--- config.mk ---
export PLATFORM = sky130hd
export DESIGN_NAME = position_delta_record_encoder_core
export DESIGN_NICKNAME = d
export VERILOG_FILES = /design/src/rtl/core/pdre_pkg.sv /design/src/rtl/core/pdre_absdiff.sv /design/src/rtl/core/position_delta_record_encoder_core.sv
export SDC_FILE = /design/constraint.sdc
export NUM_CORES = 1
export LEC_CHECK = 0
export BUFFER_PORTS_ARGS = -buffer_cell sky130_fd_sc_hd__buf_2
export CAP_MARGIN = 20
export CELL_PAD_IN_SITES_DETAIL_PLACEMENT = 1
export CELL_PAD_IN_SITES_GLOBAL_PLACEMENT = 1
export CORE_UTILIZATION = 49
export CTS_CLUSTER_SIZE = 14
export DETAILED_ROUTE_END_ITERATION = 10
export PLACE_DENSITY = 0.87
export SYNTH_ARGS = -nofsm -noshare
export SYNTH_HDL_FRONTEND = slang
export SYNTH_SLANG_ARGS = --single-unit
--- constraint.sdc ---
create_clock -name clk -period 9.2 [get_ports clk]
set_input_delay 0.46 -clock clk [delete_from_list [all_inputs] [get_ports clk]]
set_output_delay 0.46 -clock clk [all_outputs]
set_load 0.02 [all_outputs]
--- src/rtl/core/pdre_pkg.sv ---
package pdre_pkg;

  // default widths of the absolute position fields
  parameter int unsigned LINE_BITS_DEF = 20;
  parameter int unsigned COL_BITS_DEF  = 12;

  // fixed record field widths
  parameter int unsigned LINE_STEP_W = 16;
  parameter int unsigned COL_STEP_W  = 8;
  parameter int unsigned REF_W       = 8;
  parameter int unsigned TARGET_W    = 32;

  // largest step one record can carry
  parameter int unsigned MAX_LINE_STEP = 32'h0000_7fff;
  parameter int unsigned MAX_COL_STEP  = 32'h0000_007f;

  // split records per input before the rest is forced into the final record
  parameter int unsigned MAX_SPLITS = 32;

  // input func codes
  parameter logic FUNC_SET_POS = 1'b0;
  parameter logic FUNC_ADD_REF = 1'b1;

  // record kinds
  parameter logic KIND_DELTA = 1'b0;
  parameter logic KIND_USAGE = 1'b1;

  typedef enum logic [1:0] {
    ST_IDLE,
    ST_DIFF_LINE,
    ST_DIFF_COL,
    ST_EMIT
  } state_t;

endpackage

--- src/rtl/core/pdre_absdiff.sv ---
// Shared magnitude/sign subtractor: mag = |a - b|, neg = (a < b).
module pdre_absdiff #(
  parameter int unsigned W = pdre_pkg::LINE_BITS_DEF
) (
  input  logic [W-1:0] a,
  input  logic [W-1:0] b,
  output logic [W-1:0] mag,
  output logic         neg
);

  logic [W:0] diff;

  assign diff = {1'b0, a} - {1'b0, b};
  assign neg  = diff[W];
  assign mag  = diff[W] ? (W'(0) - diff[W-1:0]) : diff[W-1:0];

endmodule

--- src/rtl/core/position_delta_record_encoder_core.sv ---
// Channel  Dir  Handshake             Payload
// in       in   in_valid / in_ready   func, line, line_keep, col, col_keep, ref_kind, target
// out      out  out_valid / out_ready kind, col_step, line_step, ref_out, target_out, last
//
// An item produces N records (1..33) in these steps: an accept in the idle state, the
// line and then the column difference through the single shared subtractor, then one
// record per cycle loaded into the output register while out_ready is high.
// Output stalls hold the sequencer in the emit state; in_ready is high only when idle.
// rst_n (synchronous) clears the sequencer, the output valid and the stored position.
module position_delta_record_encoder_core #(
  parameter int unsigned LINE_BITS = pdre_pkg::LINE_BITS_DEF,
  parameter int unsigned COL_BITS  = pdre_pkg::COL_BITS_DEF
) (
  input  logic                                     clk,
  input  logic                                     rst_n,
  // input channel
  input  logic                                     in_valid,
  output logic                                     in_ready,
  input  logic                                     in_func,
  input  logic [LINE_BITS-1:0]                     in_line,
  input  logic                                     in_line_keep,
  input  logic [COL_BITS-1:0]                      in_col,
  input  logic                                     in_col_keep,
  input  logic [pdre_pkg::REF_W-1:0]               in_ref_kind,
  input  logic [pdre_pkg::TARGET_W-1:0]            in_target,
  // result channel
  output logic                                     out_valid,
  input  logic                                     out_ready,
  output logic                                     out_kind,
  output logic signed [pdre_pkg::COL_STEP_W-1:0]   out_col_step,
  output logic signed [pdre_pkg::LINE_STEP_W-1:0]  out_line_step,
  output logic [pdre_pkg::REF_W-1:0]               out_ref_out,
  output logic [pdre_pkg::TARGET_W-1:0]            out_target_out,
  output logic                                     out_last
);

  localparam int unsigned DW    = (LINE_BITS > COL_BITS) ? LINE_BITS : COL_BITS;
  localparam int unsigned CNT_W = $clog2(pdre_pkg::MAX_SPLITS + 1);
  localparam int unsigned LSW   = pdre_pkg::LINE_STEP_W;
  localparam int unsigned CSW   = pdre_pkg::COL_STEP_W;

  localparam logic [LINE_BITS-1:0] LINE_MAX = LINE_BITS'(pdre_pkg::MAX_LINE_STEP);
  localparam logic [COL_BITS-1:0]  COL_MAX  = COL_BITS'(pdre_pkg::MAX_COL_STEP);

  // sequencer
  pdre_pkg::state_t state_r, state_nxt;
  logic [CNT_W-1:0] cnt_r, cnt_nxt;

  // stored position
  logic [LINE_BITS-1:0] cur_line_r, cur_line_nxt;
  logic [COL_BITS-1:0]  cur_col_r, cur_col_nxt;

  // captured input beat
  logic                          func_r;
  logic [LINE_BITS-1:0]          line_r;
  logic                          line_keep_r;
  logic [COL_BITS-1:0]           col_r;
  logic                          col_keep_r;
  logic [pdre_pkg::REF_W-1:0]    ref_r;
  logic [pdre_pkg::TARGET_W-1:0] target_r;

  // remaining magnitudes and signs
  logic [LINE_BITS-1:0] dline_r, dline_nxt;
  logic [COL_BITS-1:0]  dcol_r, dcol_nxt;
  logic                 lneg_r, lneg_nxt;
  logic                 cneg_r, cneg_nxt;

  // output register
  logic                          out_valid_r, out_valid_nxt;
  logic                          out_kind_r, out_kind_nxt;
  logic signed [CSW-1:0]         out_col_step_r, out_col_step_nxt;
  logic signed [LSW-1:0]         out_line_step_r, out_line_step_nxt;
  logic [pdre_pkg::REF_W-1:0]    out_ref_r, out_ref_nxt;
  logic [pdre_pkg::TARGET_W-1:0] out_target_r, out_target_nxt;
  logic                          out_last_r, out_last_nxt;

  // shared subtractor, line first then column
  logic [DW-1:0] sub_a, sub_b, sub_mag;
  logic          sub_neg;

  pdre_absdiff #(
    .W(DW)
  ) u_absdiff (
    .a  (sub_a),
    .b  (sub_b),
    .mag(sub_mag),
    .neg(sub_neg)
  );

  always_comb begin
    if (state_r == pdre_pkg::ST_DIFF_COL) begin
      sub_a = DW'(col_r);
      sub_b = DW'(cur_col_r);
    end else begin
      sub_a = DW'(line_r);
      sub_b = DW'(cur_line_r);
    end
  end

  // record formation
  logic                 line_big, col_big, do_split;
  logic [LINE_BITS-1:0] line_mag;
  logic [COL_BITS-1:0]  col_mag;
  logic [LSW-1:0]       line_mag_lo;
  logic [CSW-1:0]       col_mag_lo;
  logic                 emit_go;

  assign line_big = dline_r > LINE_MAX;
  assign col_big  = dcol_r > COL_MAX;
  assign do_split = (line_big || col_big) && (cnt_r < CNT_W'(pdre_pkg::MAX_SPLITS));
  // a split record clamps each coordinate that exceeds its max to that max; the final one takes the rest
  assign line_mag    = (do_split && line_big) ? LINE_MAX : dline_r;
  assign col_mag     = (do_split && col_big) ? COL_MAX : dcol_r;
  assign line_mag_lo = line_mag[LSW-1:0];
  assign col_mag_lo  = col_mag[CSW-1:0];
  assign emit_go     = (state_r == pdre_pkg::ST_EMIT) && (!out_valid_r || out_ready);

  always_comb begin
    state_nxt         = state_r;
    cnt_nxt           = cnt_r;
    cur_line_nxt      = cur_line_r;
    cur_col_nxt       = cur_col_r;
    dline_nxt         = dline_r;
    dcol_nxt          = dcol_r;
    lneg_nxt          = lneg_r;
    cneg_nxt          = cneg_r;
    out_valid_nxt     = out_valid_r && !out_ready;
    out_kind_nxt      = out_kind_r;
    out_col_step_nxt  = out_col_step_r;
    out_line_step_nxt = out_line_step_r;
    out_ref_nxt       = out_ref_r;
    out_target_nxt    = out_target_r;
    out_last_nxt      = out_last_r;

    unique case (state_r)
      pdre_pkg::ST_IDLE: begin
        if (in_valid) begin
          state_nxt = pdre_pkg::ST_DIFF_LINE;
        end
      end
      pdre_pkg::ST_DIFF_LINE: begin
        cnt_nxt = '0;
        if (line_keep_r) begin
          dline_nxt = '0;
          lneg_nxt  = 1'b0;
        end else begin
          dline_nxt    = sub_mag[LINE_BITS-1:0];
          lneg_nxt     = sub_neg;
          cur_line_nxt = line_r;
        end
        state_nxt = pdre_pkg::ST_DIFF_COL;
      end
      pdre_pkg::ST_DIFF_COL: begin
        if (col_keep_r) begin
          dcol_nxt = '0;
          cneg_nxt = 1'b0;
        end else begin
          dcol_nxt    = sub_mag[COL_BITS-1:0];
          cneg_nxt    = sub_neg;
          cur_col_nxt = col_r;
        end
        state_nxt = pdre_pkg::ST_EMIT;
      end
      pdre_pkg::ST_EMIT: begin
        if (emit_go) begin
          out_valid_nxt     = 1'b1;
          out_line_step_nxt = lneg_r ? $signed(LSW'(0) - line_mag_lo) : $signed(line_mag_lo);
          out_col_step_nxt  = cneg_r ? $signed(CSW'(0) - col_mag_lo) : $signed(col_mag_lo);
          if (do_split) begin
            out_kind_nxt   = pdre_pkg::KIND_DELTA;
            out_ref_nxt    = '0;
            out_target_nxt = '0;
            out_last_nxt   = 1'b0;
            dline_nxt      = dline_r - line_mag;
            dcol_nxt       = dcol_r - col_mag;
            cnt_nxt        = cnt_r + CNT_W'(1);
          end else begin
            out_last_nxt = 1'b1;
            state_nxt    = pdre_pkg::ST_IDLE;
            if (func_r == pdre_pkg::FUNC_ADD_REF) begin
              out_kind_nxt   = pdre_pkg::KIND_USAGE;
              out_ref_nxt    = ref_r;
              out_target_nxt = target_r;
            end else begin
              out_kind_nxt   = pdre_pkg::KIND_DELTA;
              out_ref_nxt    = '0;
              out_target_nxt = '0;
            end
          end
        end
      end
      default: begin
        state_nxt = pdre_pkg::ST_IDLE;
      end
    endcase
  end

  // control state
  always_ff @(posedge clk) begin
    if (!rst_n) begin
      state_r     <= pdre_pkg::ST_IDLE;
      cnt_r       <= '0;
      cur_line_r  <= '0;
      cur_col_r   <= '0;
      out_valid_r <= 1'b0;
    end else begin
      state_r     <= state_nxt;
      cnt_r       <= cnt_nxt;
      cur_line_r  <= cur_line_nxt;
      cur_col_r   <= cur_col_nxt;
      out_valid_r <= out_valid_nxt;
    end
  end

  // payload
  always_ff @(posedge clk) begin
    if (in_valid && in_ready) begin
      func_r      <= in_func;
      line_r      <= in_line;
      line_keep_r <= in_line_keep;
      col_r       <= in_col;
      col_keep_r  <= in_col_keep;
      ref_r       <= in_ref_kind;
      target_r    <= in_target;
    end
    dline_r         <= dline_nxt;
    dcol_r          <= dcol_nxt;
    lneg_r          <= lneg_nxt;
    cneg_r          <= cneg_nxt;
    out_kind_r      <= out_kind_nxt;
    out_col_step_r  <= out_col_step_nxt;
    out_line_step_r <= out_line_step_nxt;
    out_ref_r       <= out_ref_nxt;
    out_target_r    <= out_target_nxt;
    out_last_r      <= out_last_nxt;
  end

  assign in_ready       = (state_r == pdre_pkg::ST_IDLE);
  assign out_valid      = out_valid_r;
  assign out_kind       = out_kind_r;
  assign out_col_step   = out_col_step_r;
  assign out_line_step  = out_line_step_r;
  assign out_ref_out    = out_ref_r;
  assign out_target_out = out_target_r;
  assign out_last       = out_last_r;

endmodule

---- Word-level counts from Yosys, hierarchy flattened ----
Index checks and enable logic that the tools add are counted.
operators by class
  add/subtract/negate cells ............... 7
  order comparisons ....................... 3
  reduce and logical (&&, ||, !) cells .... 20
  multiplexer cells ....................... 26
  equality and inequality tests ........... 7
  bitwise gates (word level) .............. 3
operators by type and width
  operator                                                                           count
  20-bit two-way mux                                                                 7
  12-bit two-way mux                                                                 4
  20-bit case mux with 2 select lines                                                1
  12-bit case mux with 2 select lines                                                1
  20-bit by 20-bit subtractor with 21-bit output                                     1
  20-bit by 15-bit greater-than comparator with 1-bit output, second input constant  1
  1-bit by 20-bit subtractor with 20-bit output, first input constant                1
  20-bit subtractor                                                                  1
  16-bit two-way mux                                                                 1
  1-bit by 16-bit subtractor with 16-bit output, first input constant                1
  12-bit by 7-bit greater-than comparator with 1-bit output, second input constant   1
  6-bit two-way mux                                                                  2
  6-bit case mux with 2 select lines                                                 1
  12-bit subtractor                                                                  1
  3-bit AND reduction                                                                3
  8-bit two-way mux                                                                  1
  2-bit inequality test, second input constant                                       4
  2-bit case mux with 4 select lines                                                 1
  1-bit by 8-bit subtractor with 8-bit output, first input constant                  1
  6-bit by 1-bit adder with 6-bit output, second input constant                      1
  1-bit logical AND                                                                  6
  6-bit < comparator, second input constant                                          1
  2-bit two-way mux                                                                  3
  2-bit AND reduction                                                                3
  other kinds (9)                                                                    18
storage, ports and cells
  word-level logic and storage cells ...... 88
  bits in registers ....................... 216
  output and inout bits ................... 68
  bits of input ports ..................... 79

---- Longest topological paths before layout ----
Gate-level depths: netlist (run 1).
  word-level depth ........................ 9
  gate-level depth with buffers ........... 18

---- Modules after synthesis ----
From an unflattened synthesis (run 1), not the netlist that was laid out.
second synthesis, totals
  cell total of the unflattened synthesis .. 1031
  area, all modules ....................... 10958.0 um2
by module, submodules not included
  module                              cells an instance  times used  area an instance (um2)
  position_delta_record_encoder_core  799                1           9352.7
  pdre_absdiff                        232                1           1605.3

---- Worst setup path after synthesis (run 1) ----
OpenSTA, ideal clock, no wires.
  path kind ............................... reg2reg
  start ................................... register state_r[0]
  end ..................................... register cnt_r[3]
  period minus slack after synthesis ...... 5.659 ns
  setup slack ............................. 3.541 ns
  path buffers ............................ 1
  setup time .............................. 0.115 ns
  cell stages (with the launch flop) ...... 10
  data required time ...................... 9.085 ns
  arrival ................................. 5.544 ns
  cell sequence ........................... dfxtp_1 > ha_1 > clkbuf_1 > inv_1 > nor2_1 > o21ai_0 > nand2_1 > and4_1 > xnor2_1 > nor2_1
on the way
  longest elaborated chain between the ends .. 4
  elaborated cells on any way between the ends .. 8
ends and longest elaborated chain
  what                                    RTL line                                                                              text
  start: declaration                      position_delta_record_encoder_core.sv:46                                              pdre_pkg::state_t state_r, state_nxt;
  start signal: assignment                position_delta_record_encoder_core.sv:201                                             state_r <= pdre_pkg::ST_IDLE;
  start signal: assignment                position_delta_record_encoder_core.sv:207                                             state_r <= state_nxt;
  2-bit == test                           position_delta_record_encoder_core.sv:116, position_delta_record_encoder_core.sv:135
  1-bit logical AND                       position_delta_record_encoder_core.sv:116                                             assign emit_go = (state_r == pdre_pkg::ST_EMIT) && (!out_valid_r || out_ready);
  2-bit inequality test (no source line)  n/a
  3-bit AND reduction (no source line)    n/a
  end signal: assignment                  position_delta_record_encoder_core.sv:208                                             cnt_r <= cnt_nxt;
  end: declaration                        position_delta_record_encoder_core.sv:47                                              logic [CNT_W-1:0] cnt_r, cnt_nxt;
Several ways; a longest one is shown, not always the timed one.
A chain may end at the register's enable or synchronous reset.

---- Worst setup path after layout (run 1) ----
  start ................................... register state_r[0]
  end ..................................... register dline_r[19] (data pin)
on the way
  longest elaborated chain between the ends .. 7
  elaborated cells on any way between the ends .. 10
ends and longest elaborated chain
  what                                            RTL line                                   text
  2-bit == test                                   position_delta_record_encoder_core.sv:91   if (state_r == pdre_pkg::ST_DIFF_COL) begin
  20-bit two-way mux                              position_delta_record_encoder_core.sv:91
  20-bit by 20-bit subtractor with 21-bit output  pdre_absdiff.sv:13                         assign diff = {1'b0, a} - {1'b0, b};
  1-bit by 20-bit subtractor with 20-bit output   pdre_absdiff.sv:15                         assign mag = diff[W] ? (W'(0) - diff[W-1:0]) : diff[W-1:0];
  20-bit two-way mux                              pdre_absdiff.sv:15
  20-bit two-way mux                              position_delta_record_encoder_core.sv:143  if (line_keep_r) begin
  20-bit case mux with 2 select lines (*)         position_delta_record_encoder_core.sv:135  unique case (state_r)
  named net dline_nxt[19]                         position_delta_record_encoder_core.sv:63   logic [LINE_BITS-1:0] dline_r, dline_nxt;
  end signal: assignment                          position_delta_record_encoder_core.sv:226  dline_r <= dline_nxt;
  end: declaration                                position_delta_record_encoder_core.sv:63
Mark *: on every way through the listed nets, which the timed path passes. The rest lies on a longest branch.

==> results.md, run 1 <==
* Worst setup margin at 4280 ps
* Max clock buf depth at 3
* Port Buf Inserts at 146
* Clock-pin slew on the worst setup and hold paths at 70 ps
* Largest net degree at the start of global routing at 72
* Synthesized area per cell at 10.9 sq um
* DIE AREA at 22,700 sq um
* Fraction of registers with async set/reset at 0%
* Status: finished clean
* Congestion Overflow GR at 0
* Crit. End Element: flop
* Required time worst endpoint at 9460 ps
* Min Tclk post-route at 4920 ps
* TritonCTS clock tree: built
* Non-filler cells, final at 1,418
* Core area at 21,800 sq um
* DR pass1 iterations at 5
* Total power at 4.50 mW
* Sink Count at 216
* GPL Wtd Cong at 0.874
* Setup TNS at 0 ps
* Fillers at 2,350
* Fin. max-slew vios at 0
* DRT antenna net count at 0
* Final-stage net count at 1,230
* GR peak layer: met2
* Flops & latches, synth at 216
* Cell variety after synth at 74
* CP Cell Sequence: inv_1 > ha_2 > mux2i_1 > ha_1 > inv_1 > fa_1 > a21o_1 > a221o_1 > a41oi_1 > a21oi_1 > o21ba_2 > a31o_2 > nor3b_1 > a311oi_1 > nand3_1
* Post-DP HPWL at 20.8 mm
* Top FF cell, synth: edfxtp_1
* M2 GR Usage at 49.7%
* Lkg Pwr at 4.57 nW
* Vias at 8,458
* Sequential-to-total area share from yosys stat at 56.0%
* 1st-iter DRT viols at 606
* Most common cell in the netlist: edfxtp_1
* Post-route cell area at 12,600 sq um
* M3 GR Usage at 3.36%
* Dpl ws at 4340 ps
* Slew @ Worst Pin at 1060 ps
* Critical-path top delay cell: ha_2
* Layout cells sized above 1 at 19.9%
* Clk Latency, worst-skew pair at 540 ps
* Final setup fails at 0
* Aggregate global-route resource usage at 27.4%
* Vias/cell at 5.96
* WS Path Type: flop to flop
* MaxCap Viol Count at 0
* Syn-to-layout area delta at 15.8%
* Initial core utilization at 49.8%
* Hold crit path type: primary input to flop
* Max frequency at 203 MHz
* Power per Cell Area at 358 nW/um^2
* First-pass GRT wire length at 47.8 mm
* Number of synthesized flops with an enable pin at 175
* Number of global-route vias before repair at 8,680
* Synth Cell Area at 10,800 sq um
* CP dominant cell by count: inv_1
* Clk_skew at 26.6 ps
* CTS resizes at 0
* Multi-input logic area at 4470 sq um
* Synth cell count leaders: edfxtp_1 (175), nand2_1 (129), nor2_1 (72)
* Hold slack at 96.0 ps
* Yosys warning total at 0
* Synth top area cells: edfxtp_1 (48%), dfxtp_1 (7.6%), nand2_1 (4.5%), ha_1 (3.5%), and2_1 (2.7%)
* Die W at 151 microns
* Final hold violations at 0
* Cells after DPL at 1,374
* Final Core Density at 57.7%
* Storage element area at 6080 sq um
* Worst path arrival time at 5180 ps
* Initial antenna violation count at 2
* DR DRC count at 0
* GR Util met1 at 32.3%
* Headroom to the max-slew limit at 29.0%
* CTS Buf Count at 23
* Max FO, Critical Path at 36
* Wire length per cell at 21.9 microns
* Num ports at 147
* Slowest Stage Delay on Critical Path at 780 ps
* Dpl cell area at 11,800 sq um
* Post-CTS setup repair buffer count at 0
* Hold Buf Count CTS at 0
* RSZ-0062 raised after global routing: no
* Die height at 151 microns
* Synth Instances at 994
* Final period util at 53.5%
* Site row count at 54
* Synth top area share at 48.5%
* H-tree levels at 1
* Maximum VDD drop at 0.169 mV
* Clock root buffer: clkbuf_16
* Critical Path Start Type: flop
* Routed wire length at 31.0 mm
* Synth area leader: edfxtp_1
* Post-Syn Nets at 1,104
==> sequential cells by signal (all words and copies together), names as in the netlist, 12 cells and up <==
name            cells
col_r              12
out_target_out     32
out_line_step      16
dcol_r             12
cur_line_r         20
target_r           32
dline_r            20
line_r             20
cur_col_r          12
==> worst max-delay path, delay by kind of cell, from the launching register on <==
| family | cells | cell delay [ps] |
|---|---|---|
| DFF | 1 | 350 |
| AOI/OAI and AO/OA | 7 | 2030 |
| and+or+nand+nor | 2 | 370 |
| adders and majority gates | 3 | 1420 |
| buffers and inverters | 2 | 170 |
| muxes | 1 | 290 |
==> path summary, 6_finish.rpt <==
path | from | endpoint | slack, ps | depth (start not counted)
min reg2reg | cur_col_r[10] | cur_col_r[10] | 470 | 2
max | state_r[0] | dline_r[19] | 4280 | 15
max reg2reg | state_r[0] | dline_r[19] | 4280 | 15
min | in_target[30] | target_r[30] | 100 | 1
==> cell usage in the layout (no fill, tap or decap), types with 5 or more instances in the layout <==
cell       instances
nand4_1            7
nand2b_1          11
dfxtp_1           41
and2_1            46
and3_1            10
or3_1             15
nand3_1           20
edfxtp_1         175
buf_4              6
nand2_1          129
o21ai_0           38
or2_2             10
a31oi_1            7
a21oi_1           39
mux2i_1           16
o21a_1             8
xor2_1            17
clkbuf_16         24
nor4_1             6
o21ai_1            5
nor2b_1           14
a21boi_0          34
a211oi_1           6
o311ai_0           8
ha_1              29
nand3b_1           5
a21o_1            14
o22ai_1           15
xnor2_1           31
nor2_1            71
nor3_1            15
buf_2            146
mux2_2            12
inv_1             23
o211ai_1           6
==> where the power goes <==
group,switching (mW),internal [mW]
registers,0.225,1.40
clock network,0.401,0.557
logic,1.22,0.697
total,1.84,2.66
==> cell families after synthesis <==
kind of cell / share of synthesized area (%)
xor gates and xnor gates: 3.88
adders and majority gates: 3.65
and+or+nand+nor: 17.1
DFF: 56.0
muxes: 2.72
AOI/OAI and AO/OA: 13.7
buffers and inverters: 2.91
==> area by class of cell <==
class | count | area share, %
diodes | 2 | 0.0399
clock buffers | 28 | 4.81
clock inverters | 13 | 1.31
inverters | 24 | 0.717
multi-input cells | 702 | 35.6
flip-flops and latches | 216 | 48.4
well taps | 280 | 2.79
repair buffers | 153 | 6.38
==> metal layers <==
layer  up-vias  part of all wire, %  wire [microns]
li1       3871                    -               -
met1      4172                   39           12000
met2       325                   52           16100
met3        90                  4.8            1470
met4         0                  4.5            1400
met5         -                    0               0
Power figures use the tool's default switching activity.
==> inputs of run 2 (changes only) <==
--- a/config.mk
+++ b/config.mk
@@ -9,10 +9,10 @@
 export CAP_MARGIN = 20
 export CELL_PAD_IN_SITES_DETAIL_PLACEMENT = 1
 export CELL_PAD_IN_SITES_GLOBAL_PLACEMENT = 1
-export CORE_UTILIZATION = 49
+export CORE_UTILIZATION = 41
 export CTS_CLUSTER_SIZE = 14
 export DETAILED_ROUTE_END_ITERATION = 10
-export PLACE_DENSITY = 0.87
+export PLACE_DENSITY = 0.78
 export SYNTH_ARGS = -nofsm -noshare
 export SYNTH_HDL_FRONTEND = slang
 export SYNTH_SLANG_ARGS = --single-unit
==> constraint.sdc (replaced) <==
create_clock -name clk -period 3.95 [get_ports clk]
set_input_delay 0.1975 -clock clk [delete_from_list [all_inputs] [get_ports clk]]
set_output_delay 0.1975 -clock clk [all_outputs]
set_load 0.02 [all_outputs]
==> run 2 against run 1 <==
The flow now finishes with violations (setup timing). Clock power grew 150%. Count of clock-buffer cells in the layout increased by 5. Critical path depth is 2 higher. Die area grew 19%. Sequential share of layout area shrank 6.5 points. Power increased to 2.7 times the previous value. Cell count rose by 14%. Global-route usage shrank 3.2 points. Worst hold slack worse by 47 ps. Via count up 5.3%. Combinational power rose to 3.3 times the previous value. Critical path type unchanged. Highest routed layer unchanged.
==> results.md, run 2 (synthesized netlist as in run 1, its figures left out) <==
* Clock power frac at 19.3% (was 21.3%)
* Sink Count at 216 (unchanged)
* Crit. End Element: flop (unchanged)
* Die W at 165 microns (was 151 microns)
* Clock-pin slew on the worst setup and hold paths at 60 ps (was 70 ps)
* Aggregate global-route resource usage at 24.2% (was 27.4%)
* Final-stage net count at 1,376 (was 1,230)
* Lkg Pwr at 5.42 nW (was 4.57 nW)
* Vias/cell at 5.50 (was 5.96)
* Flop pwr share at 30.3% (was 36.2%)
* Diode count at 0 (was 2)
* Clk Latency, worst-skew pair at 540 ps (about the same)
* Commonest non-fill, non-tap cell in the layout: edfxtp_1 (unchanged)
* Max FO, Critical Path at 5 (was 36)
* DRT antenna net count at 0 (unchanged)
* CP dominant cell by count: buf_4 (was inv_1)
* Die height at 165 microns (was 151 microns)
* Core area at 26,000 sq um (was 21,800 sq um)
* Final setup fails at 22 (was 0)
* Initial core utilization at 41.7% (was 49.8%)
* Slowest Stage Delay on Critical Path at 470 ps (was 780 ps)
* CP Cell Sequence: ha_4 > buf_12 > mux2i_4 > ha_4 > inv_2 > fa_2 > buf_4 > buf_4 > xnor2_4 > buf_4 > nand2_2 > nor4_4 > nand3b_1 > nor4b_4 > a41oi_1 > xnor2_1 > o22ai_1 (was inv_1 > ha_2 > mux2i_1 > ha_1 > inv_1 > fa_1 > a21o_1 > a221o_1 > a41oi_1 > a21oi_1 > o21ba_2 > a31o_2 > nor3b_1 > a311oi_1 > nand3_1)
* Layout cells sized above 1 at 28.3% (was 19.9%)
* Headroom to the max-slew limit at 36.0% (was 29.0%)
* WS Path Type: flop to flop (unchanged)
* Routed wire length at 34.0 mm (was 31.0 mm)
* Post-DP HPWL at 20.3 mm (was 20.8 mm)
* Number of global-route vias before repair at 9,302 (was 8,680)
* Setup TNS at -1900 ps (was 0 ps)
* Maximum VDD drop at 0.478 mV (was 0.169 mV)
* Fin. max-slew vios at 0 (unchanged)
* Hold crit path type: primary input to flop (unchanged)
* Worst setup margin at -257 ps (was 4280 ps)
* Critical Path Start Type: flop (unchanged)
* Vias at 8,903 (was 8,458)
* Max clock buf depth at 3 (unchanged)
* Power per Cell Area at 851 nW/um^2 (was 358 nW/um^2)
* 1st-iter DRT viols at 534 (was 606)
* TritonCTS clock tree: built (unchanged)
* First-pass GRT wire length at 50.6 mm (was 47.8 mm)
* Leading cell types in the layout, fill and taps excluded: edfxtp_1 (175), buf_2 (146), nand2_1 (127) (was edfxtp_1 (175), buf_2 (146), nand2_1 (129))
* MaxCap Viol Count at 0 (unchanged)
* Port Buf Inserts at 146 (unchanged)
* Final hold violations at 0 (unchanged)
* Critical-path top delay cell: nor4b_4 (was ha_2)
* H-tree levels at 1 (unchanged)
* Max frequency at 238 MHz (was 203 MHz)
* DIE AREA at 27,100 sq um (was 22,700 sq um)
* GPL Wtd Cong at 0.865 (was 0.874)
* RSZ-0062 raised after global routing: yes (was no)
* Num ports at 147 (unchanged)
* Hold slack at 49.4 ps (was 96.0 ps)
* Clock root buffer: clkbuf_16 (unchanged)
* Required time worst endpoint at 4220 ps (was 9460 ps)
* CTS Buf Count at 23 (unchanged)
* Sw Share at 40.2% (was 41.0%)
* Syn-to-layout area delta at 34.0% (was 15.8%)
* Status: complete, but fails checks (was finished clean)
* Congestion Overflow GR at 0 (unchanged)
* P_sw at 4.97 mW (was 1.84 mW)
* Min Tclk post-route at 4210 ps (was 4920 ps)
* Largest net degree at the start of global routing at 67 (was 72)
* DR pass1 iterations at 5 (unchanged)
* Site row count at 59 (was 54)
* Worst path arrival time at 4480 ps (was 5180 ps)
* Combinational power share at 50.4% (was 42.6%)
* Clk_skew at 18.5 ps (was 26.6 ps)
* Pint at 7.40 mW (was 2.66 mW)
* Final period util at 106% (was 53.5%)
* Violated checks: setup timing
* Initial antenna violation count at 0 (was 2)
* DR DRC count at 0 (unchanged)
* Slew @ Worst Pin at 956 ps (was 1060 ps)
* Wire length per cell at 21.0 microns (was 21.9 microns)
[run 2: area by class of cell]
type,count,area (sq um)
Clock buffer,33,663
Clock inverter,9,164
Fill cell,2776,11500
Inverter,24,90.1
Multi-Input combinational cell,705,4970
Sequential cell,216,6080
Tap cell,335,419
Timing Repair Buffer,296,2150
[run 2: path summary, 6_finish.rpt]
kind	from	end	slack [ps]	cells after the start
worst max-delay path	state_r[1]	dline_r[18]	-260	17
worst min-delay path	out_ready	out_valid	50	3
worst max register to register	state_r[1]	dline_r[18]	-260	17
worst min register to register	cur_col_r[11]	cur_col_r[11]	460	2
[run 2: repair_timing]
action	4_1_cts	5_1_grt
gates cloned	2	3
hold endpoints to repair	75	0
gates resized for setup	17	82
buffers inserted	9	8
hold buffers	75	0
pin swaps	12	40
endpoints found under the setup margin	25	30
[run 2: per-layer routing]
layer  vias up  global-route usage (%)  share of wire [%]
met5         -                       0                  0
met4         0                    9.34                4.3
met3        75                    2.54                3.7
met2       250                    45.6                 53
met1      4408                    27.9                 39
li1       4170                       -                  -
[run 2: critical path: cells and delay by family (launching register included)]
kind | cells | cell delay, ps
fa+ha+maj | 3 | 770
xor+xnor | 2 | 330
buf+inv | 5 | 640
simple gates | 4 | 1240
compound gates | 2 | 300
flops | 1 | 380
mux | 1 | 260
[run 2: stage by stage]
stage | power [mW] | area (sq um) | cells | setup slack (ps) | util, %
after global placement | 8.36 | 12200 | 1479 | 38.5 | 47.1
after detailed placement | 8.56 | 12200 | 1479 | -139 | 47.1
final | 12.4 | 14500 | 1618 | -257 | 55.9
after floorplan | 6.84 | 10900 | 994 | 3.18 | -
after CTS | 11.3 | 14000 | 1607 | -35.8 | 54.0
after global routing | 13.0 | 14500 | 1618 | -419 | 55.9
[run 2: power groups by stage]
stage | sequential [mW] | combinational (mW) | clock [mW]
floorplan | 3.64 | 3.21 | 0
global placement | 3.71 | 4.65 | 0
global route | 3.81 | 6.66 | 2.50
finish | 3.75 | 6.24 | 2.38
CTS | 3.72 | 5.20 | 2.39
detailed placement | 3.75 | 4.81 | 0
==> inputs of run 3 (changes only) <==
--- a/config.mk
+++ b/config.mk
@@ -5,14 +5,16 @@
 export SDC_FILE = /design/constraint.sdc
 export NUM_CORES = 1
 export LEC_CHECK = 0
+export ABC_AREA = 1
 export BUFFER_PORTS_ARGS = -buffer_cell sky130_fd_sc_hd__buf_2
 export CAP_MARGIN = 20
 export CELL_PAD_IN_SITES_DETAIL_PLACEMENT = 1
 export CELL_PAD_IN_SITES_GLOBAL_PLACEMENT = 1
-export CORE_UTILIZATION = 41
+export CORE_UTILIZATION = 40
 export CTS_CLUSTER_SIZE = 14
 export DETAILED_ROUTE_END_ITERATION = 10
-export PLACE_DENSITY = 0.78
+export PLACE_DENSITY = 0.79
+export RECOVER_POWER = 25
 export SYNTH_ARGS = -nofsm -noshare
 export SYNTH_HDL_FRONTEND = slang
 export SYNTH_SLANG_ARGS = --single-unit
==> run 3 against run 2 <==
The flow now finishes without violations. Maximum frequency is 14% higher. Highest routed layer unchanged. Largest cell class unchanged. Critical endpoint is now dline_r[14]. Sequential share of layout area is 1.6 points higher. Utilization fell by 4.6 points. Via count increased by 5.2%. Global-route usage shrank 2.6 points. Clock power increased by 5%. Sequential cell count stayed put. Clock skew increased by 3.1 ps. Non-clock buffer count shrank 62. Count of clock-buffer cells in the layout increased by 1. Worst setup slack improved by 500 ps. Largest power group unchanged. Worst hold slack gained 46 ps.
==> results.md, run 3 <==
* Die height at 170 microns (was 165 microns)
* Sink Count at 216 (unchanged)
* P_sw at 5.15 mW (was 4.97 mW)
* Num ports at 147 (unchanged)
* Clock power frac at 21.5% (was 19.3%)
* MaxCap Viol Count at 0 (unchanged)
* Most common cell in the netlist: nand2_1 (was edfxtp_1)
* Clock root buffer: clkbuf_16 (unchanged)
* Cell variety after synth at 51 (was 74)
* Syn-to-layout area delta at 24.4% (was 34.0%)
* Met3 routed WL at 842 microns (was 1.25 mm)
* Sw Share at 44.1% (was 40.2%)
* Clock-pin slew on the worst setup and hold paths at 60 ps (about the same)
* Commonest non-fill, non-tap cell in the layout: nand2_1 (was edfxtp_1)
* Post-Syn Nets at 1,398 (was 1,104)
* Worst R2R Setup Slack at 250 ps (was -260 ps)
* Wl on met1 at 13.1 mm (was 13.2 mm)
* RSZ-0062 raised after global routing: no (was yes)
* Flops & latches, synth at 216 (unchanged)
* Vias/cell at 4.90 (was 5.50)
* Worst path arrival time at 3980 ps (was 4480 ps)
* Post-route cell area at 14,000 sq um (was 14,500 sq um)
* Final Core Density at 51.3% (was 55.9%)
* DR DRC count at 0 (unchanged)
* Die W at 170 microns (was 165 microns)
* Leading cell types in the layout, fill and taps excluded: nand2_1 (316), inv_1 (186), edfxtp_1 (175) (was edfxtp_1 (175), buf_2 (146), nand2_1 (127))
* Number of synthesized flops with an enable pin at 175 (unchanged)
* Initial antenna violation count at 3 (was 0)
* Synth top area share at 46.8% (was 48.5%)
* Lkg Pwr at 6.11 nW (was 5.42 nW)
* Port Buf Inserts at 146 (unchanged)
* Max clock buf depth at 3 (unchanged)
* TritonCTS clock tree: built (unchanged)
* DIE AREA at 28,800 sq um (was 27,100 sq um)
* Synth Instances at 1,288 (was 994)
* Clk Latency, worst-skew pair at 540 ps (about the same)
* Combinational power share at 48.5% (was 50.4%)
* Cells after DPL at 1,784 (was 1,479)
* Final period util at 93.7% (was 106%)
* Mux share of post-synthesis cell area at 0.0891% (was 2.72%)
* Synth top area cells: edfxtp_1 (47%), nand2_1 (11%), dfxtp_1 (7.3%), inv_1 (6.3%), nor2_1 (5.3%) (was edfxtp_1 (48%), dfxtp_1 (7.6%), nand2_1 (4.5%), ha_1 (3.5%), and2_1 (2.7%))
* Max frequency at 270 MHz (was 238 MHz)
* Synthesized area per cell at 8.72 sq um (was 10.9 sq um)
* H-tree levels at 1 (unchanged)
* Flop pwr share at 30.1% (was 30.3%)
* Pint at 6.52 mW (was 7.40 mW)
* First-pass GRT wire length at 49.3 mm (was 50.6 mm)
* Topmost layer with routed signal wires: met4 (unchanged)
* Worst reg2reg path depth at 21 (was 17)
* Dpl cell area at 12,400 sq um (was 12,200 sq um)
* Fin. max-slew vios at 0 (unchanged)
* CP endpoint: dline_r[14] (was dline_r[18])
* Synth Cell Area at 11,200 sq um (was 10,800 sq um)
* Crit. End Element: flop (unchanged)
* Sequential-to-total area share from yosys stat at 54.1% (was 56.0%)
* Core area at 27,300 sq um (was 26,000 sq um)
* GPL Wtd Cong at 0.836 (was 0.865)
* Dpl ws at 257 ps (was -139 ps)
* 1st-iter DRT viols at 398 (was 534)
* Total power at 11.7 mW (was 12.4 mW)
* Metal2 WL at 16.0 mm (was 18.1 mm)
* Largest family of logic cells by synthesized area: simple AND/OR/NAND/NOR gates (unchanged)
* Setup TNS at 0 ps (was -1900 ps)
* Post-CTS setup repair buffer count at 0 (was 9)
* Yosys warning total at 0 (unchanged)
* Wire length per cell at 16.2 microns (was 21.0 microns)
* CP Launch Point: state_r[0] (was state_r[1])
* Post-DP HPWL at 20.6 mm (was 20.3 mm)
* Critical R2R Capture: dline_r[14] (was dline_r[18])
* Synth Area in Adders at 3.52% (was 3.65%)
* Critical Path Start Type: flop (unchanged)
* Initial core utilization at 41.2% (was 41.7%)
* Max FO, Critical Path at 22 (was 5)
* Min Tclk post-route at 3700 ps (was 4210 ps)
* Largest net degree at the start of global routing at 67 (unchanged)
* Synth area leader: edfxtp_1 (unchanged)
* Status: finished clean (was complete, but fails checks)
* Fraction of registers with async set/reset at 0% (unchanged)
* DRT antenna net count at 0 (unchanged)
* Synth cell count leaders: nand2_1 (316), inv_1 (187), edfxtp_1 (175) (was edfxtp_1 (175), nand2_1 (129), nor2_1 (72))
* WS Path Type: flop to flop (unchanged)
* Top FF cell, synth: edfxtp_1 (unchanged)
* Reg2reg start: state_r[0] (was state_r[1])
* Post-synthesis compound-gate area fraction at 7.69% (was 13.7%)
* Aggregate global-route resource usage at 21.6% (was 24.2%)
* Final-stage net count at 1,625 (was 1,376)
* Non-filler cells, final at 1,909 (was 1,618)
* Power per Cell Area at 835 nW/um^2 (was 851 nW/um^2)
* Xor/xnor cell area share of the yosys netlist at 2.65% (was 3.88%)
* Hold slack at 95.1 ps (was 49.4 ps)
* Site row count at 60 (was 59)
* Headroom to the max-slew limit at 42.8% (was 36.0%)
* Number of global-route vias before repair at 9,753 (was 9,302)
* Maximum VDD drop at 0.417 mV (was 0.478 mV)
* Routed wire length at 30.9 mm (was 34.0 mm)
* CTS Buf Count at 25 (was 23)
* Worst setup margin at 248 ps (was -257 ps)
* Final hold violations at 0 (unchanged)
* Simple logic cell fraction of the synthesized area at 23.8% (was 17.1%)
* Clk_skew at 21.6 ps (was 18.5 ps)
* Hold crit path type: primary input to flop (unchanged)
* Congestion Overflow GR at 0 (unchanged)
* DR pass1 iterations at 6 (was 5)
* Vias at 9,363 (was 8,903)
* Slew @ Worst Pin at 857 ps (was 956 ps)
* Required time worst endpoint at 4230 ps (was 4220 ps)
* Final setup fails at 0 (was 22)
* Layout cells sized above 1 at 14.1% (was 28.3%)
==> run 3: critical path, stage by stage (launching register included) <==
cell	delay (ps)
dfxtp_1	350
inv_1	160
ha_4	220
buf_12	170
mux2i_1	220
ha_1	210
inv_1	90
fa_1	450
inv_1	110
ha_1	180
a21boi_2	200
nand3_1	130
nor2_1	130
nand2_1	110
nor2_4	120
nand3_2	100
nor2_4	120
nand2_1	60
nand2_1	90
nand2_1	70
nand2_1	90
o21ai_2	50
==> run 3: logic make-up after synthesis <==
group	after synthesis
AOI/OAI and AO/OA	158
xor gates and xnor gates	34
adders and majority gates	31
buffers and inverters	229
DFF	216
muxes	1
and+or+nand+nor	619
==> run 3: layer usage <==
metal / track usage, % / vias up
met1: 25.7 / 4496
met3: 2.33 / 57
li1: - / 4637
met5: 0 / -
met2: 40.1 / 173
met4: 7.44 / 0
==> run 3: cell type report <==
| cell class | count | area, sq um |
|---|---|---|
| timing repair buffer | 234 | 1550 |
| multi-input combinational | 843 | 4260 |
| clock inverter | 12 | 201 |
| sequential | 216 | 6080 |
| fill | 3232 | 13300 |
| tap | 372 | 465 |
| antenna | 3 | 7.51 |
| inverter | 195 | 734 |
| clock buffer | 34 | 679 |
==> run 3: power groups by stage <==
stage / combinational [mW] / clock (mW) / sequential (mW)
global placement: 5.27 / 0 / 3.50
detailed placement: 5.46 / 0 / 3.53
floorplan: 4.06 / 0 / 3.54
global route: 6.37 / 2.62 / 3.56
CTS: 5.59 / 2.51 / 3.49
finish: 5.66 / 2.50 / 3.51
==> run 3: worst min-delay path by stage <==
stage | start | endpoint | slack, ps | cells after the start
5_1_grt | out_ready | out_valid | 120 | 4
3_3_place_gp | in_line[0] | line_r[0] | 370 | 1
4_1_cts | out_ready | out_valid | 40 | 4
3_5_place_dp | in_target[30] | target_r[30] | 380 | 1
2_1_floorplan | in_col_keep | col_keep_r | 300 | 0
6_report | out_ready | out_valid | 100 | 4
==> run 3: what timing repair did <==
item | 4_1_cts | 5_1_grt
setup endpoints to repair | 0 | 4
hold buffers | 75 | 0
hold endpoints to repair | 75 | 0
gates resized for setup | 0 | 3
